===== config.mk =====
export PLATFORM = sky130hd
export DESIGN_NAME = sta_cell
export DESIGN_NICKNAME = d
export VERILOG_FILES = /design/src/sv/sta_pkg.sv /design/src/sv/sta_cell.sv
export SDC_FILE = /design/constraint.sdc
export NUM_CORES = 1
export LEC_CHECK = 0
export ABC_AREA = 0
export BUFFER_PORTS_ARGS = -buffer_cell sky130_fd_sc_hd__clkbuf_2
export CORE_UTILIZATION = 49
export CTS_CLUSTER_SIZE = 30
export DETAILED_ROUTE_END_ITERATION = 12
export HOLD_SLACK_MARGIN = 0.03
export PLACE_DENSITY = 0.89
export SYNTH_ARGS = -nofsm -noshare
export SYNTH_HDL_FRONTEND = slang
export SYNTH_SLANG_ARGS = --single-unit

===== constraint.sdc =====
create_clock -name i_clk -period 4.3 [get_ports i_clk]
set_input_delay 0.86 -clock i_clk [delete_from_list [all_inputs] [get_ports i_clk]]
set_output_delay 0.86 -clock i_clk [all_outputs]
set_load 0.02 [all_outputs]

===== src/sv/sta_pkg.sv =====
// Package for the slot table allocator: sizes, operation and status codes,
// and the word and probe types shared by the top level and the slot cells.
// Depends on nothing.
`default_nettype none

package sta_pkg;

    localparam int SLOTS      = 64;
    localparam int DATA_WIDTH = 32;
    localparam int IDX_W      = $clog2(SLOTS);
    localparam int CNT_W      = $clog2(SLOTS + 1);

    // Input kind codes
    localparam logic [1:0] KIND_INSERT   = 2'd0;
    localparam logic [1:0] KIND_RM_SLOT  = 2'd1;
    localparam logic [1:0] KIND_RM_VALUE = 2'd2;

    // Result status codes
    localparam logic [1:0] ST_DONE    = 2'd0;
    localparam logic [1:0] ST_IGNORED = 2'd1;
    localparam logic [1:0] ST_FULL    = 2'd2;

    // Operation carried by a probe along the cell chain
    localparam logic [1:0] OP_INSERT   = 2'd0;
    localparam logic [1:0] OP_RM_SLOT  = 2'd1;
    localparam logic [1:0] OP_RM_VALUE = 2'd2;
    localparam logic [1:0] OP_NONE     = 2'd3;

    typedef struct packed {
        logic [1:0]  kind;
        logic [31:0] value;
        logic [5:0]  slot;
    } t_in_word;

    typedef struct packed {
        logic [1:0] status;
        logic [5:0] used_slot;
        logic [6:0] removed;
        logic [6:0] entry_total;
    } t_out_word;

    // Probe word: one operation walking the chain plus its running results
    typedef struct packed {
        logic                  valid;
        logic [1:0]            op;
        logic [DATA_WIDTH-1:0] value;
        logic [IDX_W-1:0]      target;
        logic [IDX_W-1:0]      idx;
        logic [CNT_W-1:0]      hw;
        logic [CNT_W-1:0]      removed;
        logic                  free_found;
        logic [IDX_W-1:0]      free_idx;
        logic                  clr_found;
        logic [IDX_W-1:0]      clr_idx;
        logic                  top_hit;
    } t_probe;

endpackage

`default_nettype wire


===== src/sv/sta_cell.sv =====
// One slot of the table: holds the data word and valid bit, applies the
// passing probe to itself and forwards the updated probe to the next slot.
// Depends on sta_pkg.
`default_nettype none

module sta_cell
    import sta_pkg::*;
(
    input  wire logic   i_clk,
    input  wire logic   i_rst_n,
    input  wire t_probe i_probe,
    output t_probe      o_probe
);

    logic                  r_valid;
    logic                  n_valid;
    logic [DATA_WIDTH-1:0] r_data;
    t_probe                r_probe;
    t_probe                n_probe;
    logic                  w_in_range;
    logic                  w_ins;
    logic                  w_clr;

    // Decide what this slot does with the probe
    always_comb begin
        w_in_range = CNT_W'(i_probe.idx) < i_probe.hw;
        w_ins = i_probe.valid && (i_probe.op == OP_INSERT) && (i_probe.idx == i_probe.target);
        w_clr = i_probe.valid && r_valid && w_in_range &&
                (((i_probe.op == OP_RM_SLOT) && (i_probe.idx == i_probe.target)) ||
                 ((i_probe.op == OP_RM_VALUE) && (r_data == i_probe.value)));
        n_valid = w_ins ? 1'b1 : (w_clr ? 1'b0 : r_valid);
    end

    // Fold this slot into the running results and advance the index
    always_comb begin
        n_probe         = i_probe;
        n_probe.idx     = i_probe.idx + IDX_W'(1);
        n_probe.removed = i_probe.removed + CNT_W'(w_clr);
        if (!i_probe.clr_found && w_clr) begin
            n_probe.clr_found = 1'b1;
            n_probe.clr_idx   = i_probe.idx;
        end
        if (!i_probe.free_found && !n_valid) begin
            n_probe.free_found = 1'b1;
            n_probe.free_idx   = i_probe.idx;
        end
        if (w_clr && ((CNT_W'(i_probe.idx) + CNT_W'(1)) == i_probe.hw)) begin
            n_probe.top_hit = 1'b1;
        end
    end

    // Hold slot state and pass the probe on
    always_ff @(posedge i_clk) begin
        if (!i_rst_n) begin
            r_valid       <= 1'b0;
            r_probe.valid <= 1'b0;
        end else begin
            r_valid <= n_valid;
            r_probe <= n_probe;
        end
    end

    // Store the data word on insert
    always_ff @(posedge i_clk) begin
        if (w_ins) begin
            r_data <= i_probe.value;
        end
    end

    assign o_probe = r_probe;

endmodule

`default_nettype wire


==> After elaboration in Yosys (flattened, before gate mapping) <==
Index checks and enable logic that the tools add are counted.
{ "word_totals": {"register_bits": 109, "memories": 0, "ram_bits": 0, "latch_bits": 0, "wordCells": 42, "mem_bits_ro": 0, "output_inout_bits": 76, "in_bits": 78} }
{ "op_classes": {"n_shift": 0, "div_mod_pow": 0, "n_addsub": 3, "n_bitwise": 0, "mux": 4, "n_reduce_logical": 15, "n_lt_le_gt_ge": 1, "multipliers": 0, "n_eq_ne": 5} }
{ "op_table": {"columns": ["operator", "count"], "rows": [
  ["$eq 32x32->1", 1],
  ["$mux 6", 2],
  ["$logic_and 1x1->1", 10],
  ["$add 6x1->7 const B", 1],
  ["$add 7x1->7", 1],
  ["$eq 7x7->1", 1],
  ["$lt 6x7->1", 1],
  ["$add 6x1->6 const B", 1],
  ["$eq 6x6->1", 1],
  ["$logic_not 1->1", 3],
  ["$eq 2x1->1 const B", 1],
  ["$eq 2x2->1 const B", 1],
  ["$logic_not 2->1", 1],
  ["$mux 1", 2],
  ["$logic_or 1x1->1", 1]
]} }

==> Logic depth before layout (Yosys ltp) <==
Gate-level depths: netlist of the first run.
{ "logic_depth": {"word_depth": 9, "depth_mapped": 11, "mapped_depth_nobuf": 11} }

==> Worst setup path before layout of the first run <==
No wires, ideal clock.
{ "synth_timing": {"path_kind": "input to register", "startpoint": "input i_probe[31] (netlist bit)", "endpoint": "register r_data[0] (enable)", "t_arrival_ns": 3.230, "required_time_ns": 3.879, "cell_stages": 5, "setup_ns": 0.421, "n_path_buf": 1, "path_slack_ns": 0.650, "path_cell_list": "clkbuf_1 -> xnor2_1 -> nand3_1 -> or4_1 -> nor2_1"} }
{ "synth_between": {"elab_chain_cells": 2} }
{ "synth_rtl": {"columns": ["item", "line_no", "source"], "rows": [
  ["start: declaration", "sta_cell.sv:11", "input wire t_probe i_probe,"],
  ["$eq 6x6->1", "sta_cell.sv:27", "w_ins = i_probe.valid && (i_probe.op == OP_INSERT) && (i_probe.idx == i_probe.target);"],
  ["$logic_and 1x1->1", "sta_cell.sv:27", null],
  ["net w_ins", "sta_cell.sv:21", "logic w_ins;"],
  ["end signal: assignment", "sta_cell.sv:66", "r_data <= i_probe.value;"],
  ["end: declaration", "sta_cell.sv:17", "logic [DATA_WIDTH-1:0] r_data;"]
]} }
The timed path passes the listed nets, and every way through them passes these cells.
A chain may end at the register's enable or synchronous reset.

==> results of run 1 <==
critical path: stages:
cell	delay [ps]
clkbuf_2	100
xor2_1	150
nor4_1	410
nand4b_1	200
or4_4	590
a21boi_0	280
ha_1	250
ha_1	190
nand3_1	120
nor2_1	150
xor2_1	80
routing by layer:
layer | part of all wire | vias to the layer above | global-route usage
met5 | 0 | - | 0
met4 | 0.025 | 0 | 0.09328
met3 | 0.055 | 15 | 0.04739
met2 | 0.50 | 90 | 0.3168
met1 | 0.42 | 1214 | 0.2256
li1 | - | 1277 | -
layout make-up:
cell class / count / area [µm²]
multi-input cells: 130 / 1066
inverters: 8 / 30.03
clock buffers: 10 / 127.6
repair buffers: 154 / 775.7
well taps: 108 / 135.1
flip-flops and latches: 109 / 3253
clock inverters: 6 / 62.56
fillers: 675 / 3228
cell usage after synthesis, drive strengths merged (2+ instances only):
library cell,count,share of area
mux2,12,0.031
nand2,5,0.0043
nor2,5,0.0043
or4,2,0.0043
edfxtp,107,0.74
nand4b,3,0.0060
xor2,36,0.072
xnor2,17,0.034
ha,9,0.026
nand2b,2,0.0029
and2,2,0.0029
nor4,9,0.013
and3,4,0.0058
dfxtp,2,0.0092
inv,8,0.0069
a21oi,3,0.0035
nand3,10,0.012
logic make-up after synthesis:
group                    Yosys count  synth area share
adder cells (fa/ha/maj)            9           0.02588
buffers and inverters              9          0.007765
flip-flops                       109            0.7478
AO/OA/AOI/OAI                     11           0.02157
multiplexers                      12           0.03106
XOR/XNOR                          53            0.1067
AND/OR/NAND/NOR                   45           0.05925
sequential cells by signal, summed over array words and instances, names as in the netlist:
name	flops
o_probe	76
r_valid	1
r_data	32
power breakdown:
group	internal, mW	switching [mW]	leakage (nW)
logic	0.0936	0.163	1.07
registers	1.23	0.0157	1.03
clock network	0.228	0.361	0.0965
through the flow:
step / cell area (µm²) / std cells / worst slack [ps] / util / total power [mW]
global route: 5450 / 525 / 939.3 / 0.6280 / 2.173
floorplan: 4350 / 248 / 649.5 / - / 1.397
detailed placement: 5260 / 509 / 672.7 / 0.6061 / 1.531
CTS: 5450 / 525 / 1066 / 0.6280 / 2.110
finish: 5450 / 525 / 1049 / 0.6280 / 2.092
global placement: 5260 / 509 / 748.3 / 0.6061 / 1.521
worst min-delay path by stage:
stage / from / to / slack, ps / cells after the start
floorplan: r_valid / o_probe[14] / 610 / 3
global placement: r_valid / r_valid / 630 / 3
detailed placement: r_valid / o_probe[14] / 670 / 3
CTS: i_probe[24] / o_probe[24] / 680 / 1
global route: i_probe[24] / o_probe[24] / 670 / 1
finish: i_probe[22] / o_probe[22] / 690 / 1
==> impl_results.md, run 1 <==
* Status: finished, final reports clean
* Global route overflow at 0
* Post-Syn Area at 4350 µm²
* Final setup skew at 18.35 ps
* Mean post-synth cell area at 17.54 µm²
* Reg2Reg Setup Slack at between 1000 and 1500 ps
* Gp weighted congestion at about 0.74
* Diode count at 0
* Crit path launch: i_probe[47]
* R2r startpoint: r_data[6]
* Final HPWL DP at 6265 µm
* Number of global-route vias before repair at roughly 2600
* # Max-Cap Violations at 0
* Startpoint types: input pin
* Ys flop type: edfxtp_1
* Post-layout min period at 3251 ps
* Die height at 96.23 µm
* P_leak at 2.201 nW
* Area grow syn2layout at 25.28%
* Clock latency at the later pin of the worst-skew pair at 370 ps
* Slew Limit Fails at 0
* Antenna violations before repair at 0
* Synth Register Bits at 109
* CTS root buf: clkbuf_8
* Die width at 96.23 µm
* Fin. Hold Viols at 0
* Most frequent cells in the layout: clkbuf_2, edfxtp_1, xor2_1
* DR pass1 iterations at 4
* Final setup viols at 0
* Max Clk Rate at 0.3076 GHz
* DR iter-0 viols at 104
* Worst slew pin tran at ~990 ps
* Detailed Route WL at 8386 µm
* Hold Buf Count CTS at 0
* Die area at a little over 9000 µm²
* Nets at 499
* Most common cell after layout, fill and taps aside: clkbuf_2
* Largest net degree at the start of global routing at 78
* Post-CTS setup buffers at 0
* Io pins at 154
* FF-to-FF End: o_probe[21]
* Synth async-reset ratio at 0
* Port Buffer Count at about 150
* Total GRT Usage at 0.1886
* Register area share after synthesis at 0.7478
* Initial Util at 0.5013
* Layout cells sized above 1 at 0.4436
* Post-synthesis net count at 335
* Post-CTS Resized at 0
* CTS tree: done
* CTS buffer count at 9
* Global-route wire length before repair at 12600 µm
* Max Buffers Root-to-Sink at 2
* Placeable Area at 8678 µm²
* Antenna-violating nets left at 0
* Crit path capture: o_probe[21]
* Critical path endpoint category: flip-flop
* Routed len/inst at 15.97 µm
* CP Class: input pin to flip-flop
* VDD IR max at 0.2277 mV
* CP max FO at 3
* P per Cell Area at 383.8 nW/µm²
* Synth cell types at 30
* H-tree depth at 3
* Clk slew on worst S/H paths at 100 ps
* Required time of the critical path at 4420 ps
* Data arrival time of the worst path at 3370 ps
* Setup TNS at 0 ps
* Period utilisation layout at 0.7560
* Hold crit path type: input pin to flip-flop
* Total number of vias at 2596
* RSZ-0062 raised after global routing: false
* Vias per inst at 4.945
* Max_slew headroom at 0.3369
* Clk sinks at roughly 110
* Post-synth EDFFs at 107
* Synth warn at 0
* Mapped Cells at 248
* DRC violations left at 0
* R2R cell count at 10
* Num rows at 34
* Hold WS at around 690 ps
No activity file was read; power rests on OpenSTA's default activity.
==> run 2, diff against run 1 <==
- clock period: 4.3 -> 3.4 ns (I/O delays scaled with it)
==> run 2 against run 1 <==
Routed wire length rose by 4.7%. Non-clock buffer count grew 1. Final cell count is 0.19% higher. Critical endpoint unchanged. Highest routed layer unchanged.
==> impl_results.md, run 2 (synthesized netlist as in run 1, its figures left out) <==
* Area grow syn2layout at 26.09%
* Vias per inst at 5.116
* Number of global-route vias before repair at 2563
* H-tree depth at 3
* Required time of the critical path at 3520 ps
* Fin. Hold Viols at 0
* Nets at 500
* Antenna violations before repair at 0
* Data arrival time of the worst path at 3160 ps
* Post-CTS Resized at 0
* Slew Limit Fails at 0
* Final setup skew at 14.19 ps
* Most frequent cells in the layout: clkbuf_2, edfxtp_1, xor2_1
* CP max FO at 3
* Hold Buf Count CTS at 0
* Final HPWL DP at 6576 µm
* Total number of vias at around 2700
* RSZ-0062 raised after global routing: false
* Routed len/inst at 16.69 µm
* Gp weighted congestion at 0.7367
* Die area at 9259 µm²
* Global route overflow at 0
* Post-route cell area at 5485 µm²
* Worst slew pin tran at 987.2 ps
* Multi-input gate area at 1071 µm²
* Pwr Total at 2.719 mW
* Die width at 96.23 µm
* Antenna-violating nets left at 0
* Status: finished, final reports clean
* Clk sinks at 109
* Hold crit path type: input pin to flip-flop
* CTS tree: done
* R2R cell count at 10
* Final setup viols at 0
* Detailed Route WL at 8781 µm
* Num rows at 34
* CP Class: input pin to flip-flop
* Hold WS at 506.8 ps
* Fillers at 684
* Io pins at 154
* Global-route wire length before repair at 12640 µm
* Max FFs per register at 76
* # Max-Cap Violations at 0
* Fin cells at 526
* DRC violations left at 0
* Layout cells sized above 1 at 0.4474
* Port Buffer Count at 153
* DR pass1 iterations at 4
* Post-layout min period at 3046 ps
* P per Cell Area at 495.8 nW/µm²
* Slowest stage cell, crit path: or4_4
* Setup TNS at 0 ps
* Crit path largest cell delay at around 570 ps
* CTS root buf: clkbuf_8
* Period utilisation layout at 0.8958
* Clock latency at the later pin of the worst-skew pair at 360 ps
* Largest net degree at the start of global routing at 78
* DR iter-0 viols at 190
* Max Buffers Root-to-Sink at 2
* Placeable Area at 8678 µm²
* Reg area at roughly 3300 µm²
* Startpoint types: input pin
* Critical path endpoint category: flip-flop
* Total GRT Usage at 0.1903
* Most common cell after layout, fill and taps aside: clkbuf_2
* Post-CTS setup buffers at 0
* VDD IR max at 0.3088 mV
* Initial Util at 0.5013
* Hold depth at 1
* CTS buffer count at 9
* Max_slew headroom at 0.3419
* Die height at 96.23 µm
* Worst path cell trace: clkbuf_2, xor2_1, nor4_1, nand4b_1, or4_4, a21boi_0, ha_1, ha_1, nand3_1, nor2_1, xor2_1
* Diode count at 0
* P_leak at about 2.2 nW
* Clk slew on worst S/H paths at around 100 ps
* Max Clk Rate at 0.3283 GHz
* Cell count after placement at a little over 500
* Post-DP Area at about 5300 µm²
run 2: worst paths after layout:
path / slack, ps / endpoint / from
min reg2reg: 700 / r_valid / r_valid
max: 350 / o_probe[21] / i_probe[47]
max reg2reg: 390 / o_probe[21] / r_data[6]
min: 510 / o_probe[24] / i_probe[24]
run 2: cell type report:
type                    instances  share of cell area
inverters                       8            0.005474
repair buffers                155              0.1428
clock buffers                   9             0.02258
multi-input cells             130              0.1953
clock inverters                 7             0.01620
flip-flops and latches        109              0.5931
well taps                     108             0.02464
run 2: worst max-delay path, delay by kind of cell:
kind / cells / cell delay (ps)
and+or+nand+nor: 5 / 1390
adders and majority gates: 2 / 440
AOI/OAI and AO/OA: 1 / 290
xor gates and xnor gates: 2 / 250
buffers and inverters: 1 / 100
run 2: per-layer routing:
| metal | share of wire | track usage |
|---|---|---|
| met1 | 0.41 | 0.2358 |
| met2 | 0.51 | 0.3203 |
| met3 | 0.055 | 0.05055 |
| met4 | 0.016 | 0.06965 |
| met5 | 0 | 0 |
run 2: power by group:
part	internal [mW]	switching (mW)
clock network	0.359	0.455
logic	0.118	0.210
registers	1.56	0.0212
run 2: per-stage QoR:
stage,setup WS (ps),util
2_1_floorplan,441.7,-
3_3_place_gp,39.19,0.6076
3_5_place_dp,-59.32,0.6076
4_1_cts,336.5,0.6321
5_1_grt,161.2,0.6321
6_report,354.4,0.6321
==> run 3, diff against run 2 <==
- BUFFER_PORTS_ARGS: -buffer_cell sky130_fd_sc_hd__clkbuf_2 -> -buffer_cell sky130_fd_sc_hd__buf_2
- CORE_MARGIN: default -> 5
- CORE_UTILIZATION: 49 -> 45
- PLACE_DENSITY: 0.89 -> 0.83
==> run 3 against run 2 <==
Combinational power rose by 2%. First-iteration DRC count down 33%. Largest power group unchanged. Worst hold slack better by 2.0 ps. Core utilization fell by 4.5 points. Via count is 0.15% higher. Clock power is 14% lower. Non-clock buffer count unchanged. Sequential cell count unchanged. Critical path type unchanged.
==> impl_results.md, run 3 (synthesized netlist as in run 1, its figures left out) <==
* P_leak at 2.159 nW
* Startpoint types: input pin
* Total GRT Usage at 0.1569
* Post-CTS setup buffers at 0
* Total number of vias at 2695
* Fin. Hold Viols at 0
* Post-CTS Resized at 0
* CTS root buf: clkbuf_8
* VDD IR max at 0.2435 mV
* Antenna-violating nets left at 0
* Antenna violations before repair at 0
* Setup TNS at 0 ps
* P per Cell Area at 475.9 nW/µm²
* Hold crit path type: input pin to flip-flop
* Clock latency at the later pin of the worst-skew pair at around 350 ps
* Clk sinks at 109
* Number of global-route vias before repair at 2754
* Clk slew on worst S/H paths at 100 ps
* CTS tree: done
* Pwr Total at between 2 and 3 mW
* Io pins at ~150
* CP max FO at 3
* Worst path cell trace: buf_2, xor2_1, nor4_1, nand2_1, or4_4, a21boi_0, ha_1, ha_1, nand3_1, nor2_1, xor2_1
* Initial Util at 0.4664
* Largest net degree at the start of global routing at 78
* Hold WS at ~500 ps
* Critical path endpoint category: flip-flop
* CTS buffer count at 9
* Slew Limit Fails at 0
* Post-layout min period at 2925 ps
* DR iter-0 viols at between 100 and 150
* CP Class: input pin to flip-flop
* Global route overflow at 0
* Max_slew headroom at 0.3354
* Nets at 500
* Required time of the critical path at 3520 ps
* Placeable Area at 9328 µm²
* Most frequent cells in the layout: buf_2, edfxtp_1, xor2_1
* Crit-path leading delay family: simple AND/OR/NAND/NOR gates
* Gp weighted congestion at 0.8033
* Die height at 108.3 µm
* Max FFs per register at 76
* Port Buffer Count at roughly 150
* Crit path buf inv count at 1
* Global-route wire length before repair at 14100 µm
* Status: finished, final reports clean
* Detailed Route WL at slightly above 9000 µm
* Num rows at 35
* Diode count at 0
* Most common cell after layout, fill and taps aside: buf_2
* # Max-Cap Violations at 0
* Routed len/inst at 17.02 µm
* DRC violations left at 0
* Die width at 108.3 µm
* Period utilisation layout at 0.8602
* RSZ-0062 raised after global routing: false
* Max Clk Rate at 0.3419 GHz
* H-tree depth at 3
* Layout cells sized above 1 at 0.4450
* Max Buffers Root-to-Sink at 2
* Die area at 11730 µm²
* Slowest stage cell, crit path: or4_4
* Area grow syn2layout at 25.80%
* Vias per inst at 4.927
* Crit path largest cell delay at about 600 ps
* DR pass1 iterations at 4
* Worst slew pin tran at approximately 1000 ps
* Data arrival time of the worst path at 3040 ps
* Final HPWL DP at 6962 µm
* Final setup viols at 0
* Hold Buf Count CTS at 0
* Final setup skew at 11.82 ps
run 3: changes by cell type in the layout (fill, tap and decap cells not counted):
cell,before,now
buf_2,0,152
clkbuf_2,152,0
clkinvlp_4,0,2
bufinv_16,1,0
clkbuf_1,0,1
clkinv_4,0,1
clkinv_8,1,0
inv_6,3,2
inv_8,1,0
run 3: path summary, 6_finish.rpt:
path,slack [ps],end,startpoint,depth (start not counted)
setup / recovery,480,o_probe[21],i_probe[71],11
hold / removal,510,o_probe[24],i_probe[24],1
setup reg to reg,500,o_probe[21],r_data[30],10
hold reg to reg,690,o_probe[14],r_valid,3
run 3: area by class of cell:
class                      count  area (µm²)
sequential                   109        3253
clock buffer                  10       127.6
inverter                       8       30.03
multi-input combinational    130        1071
fill                         734        3855
tap                          129       161.4
clock inverter                 6       46.29
timing repair buffer         155       783.3
run 3: metal layers:
layer  global-route usage  wire length [µm]
met3              0.03821               775
met4              0.06492               192
met1               0.2032              3774
met5                    0                 0
met2               0.2540              4568
run 3: worst register-to-register path: cells and delay by family, from the launching register on:
family	cells	cell delay, ps
AOI/OAI and AO/OA	1	230
xor gates and xnor gates	2	240
DFF	1	420
adders and majority gates	2	410
and+or+nand+nor	5	1340
run 3: stage by stage:
stage               utilization  cell area [µm²]  std cells  setup slack (ps)
CTS                      0.5867             5473        547             480.6
floorplan                     -             4353        248             441.7
global route             0.5867             5473        547             320.0
finish                   0.5867             5473        547             475.4
detailed placement       0.5681             5299        531             89.14
global placement         0.5681             5299        531             206.9
run 3: where the power goes:
group	switching, mW	internal, mW
Sequential	0.0176	1.56
Combinational	0.213	0.120
Clock	0.425	0.272
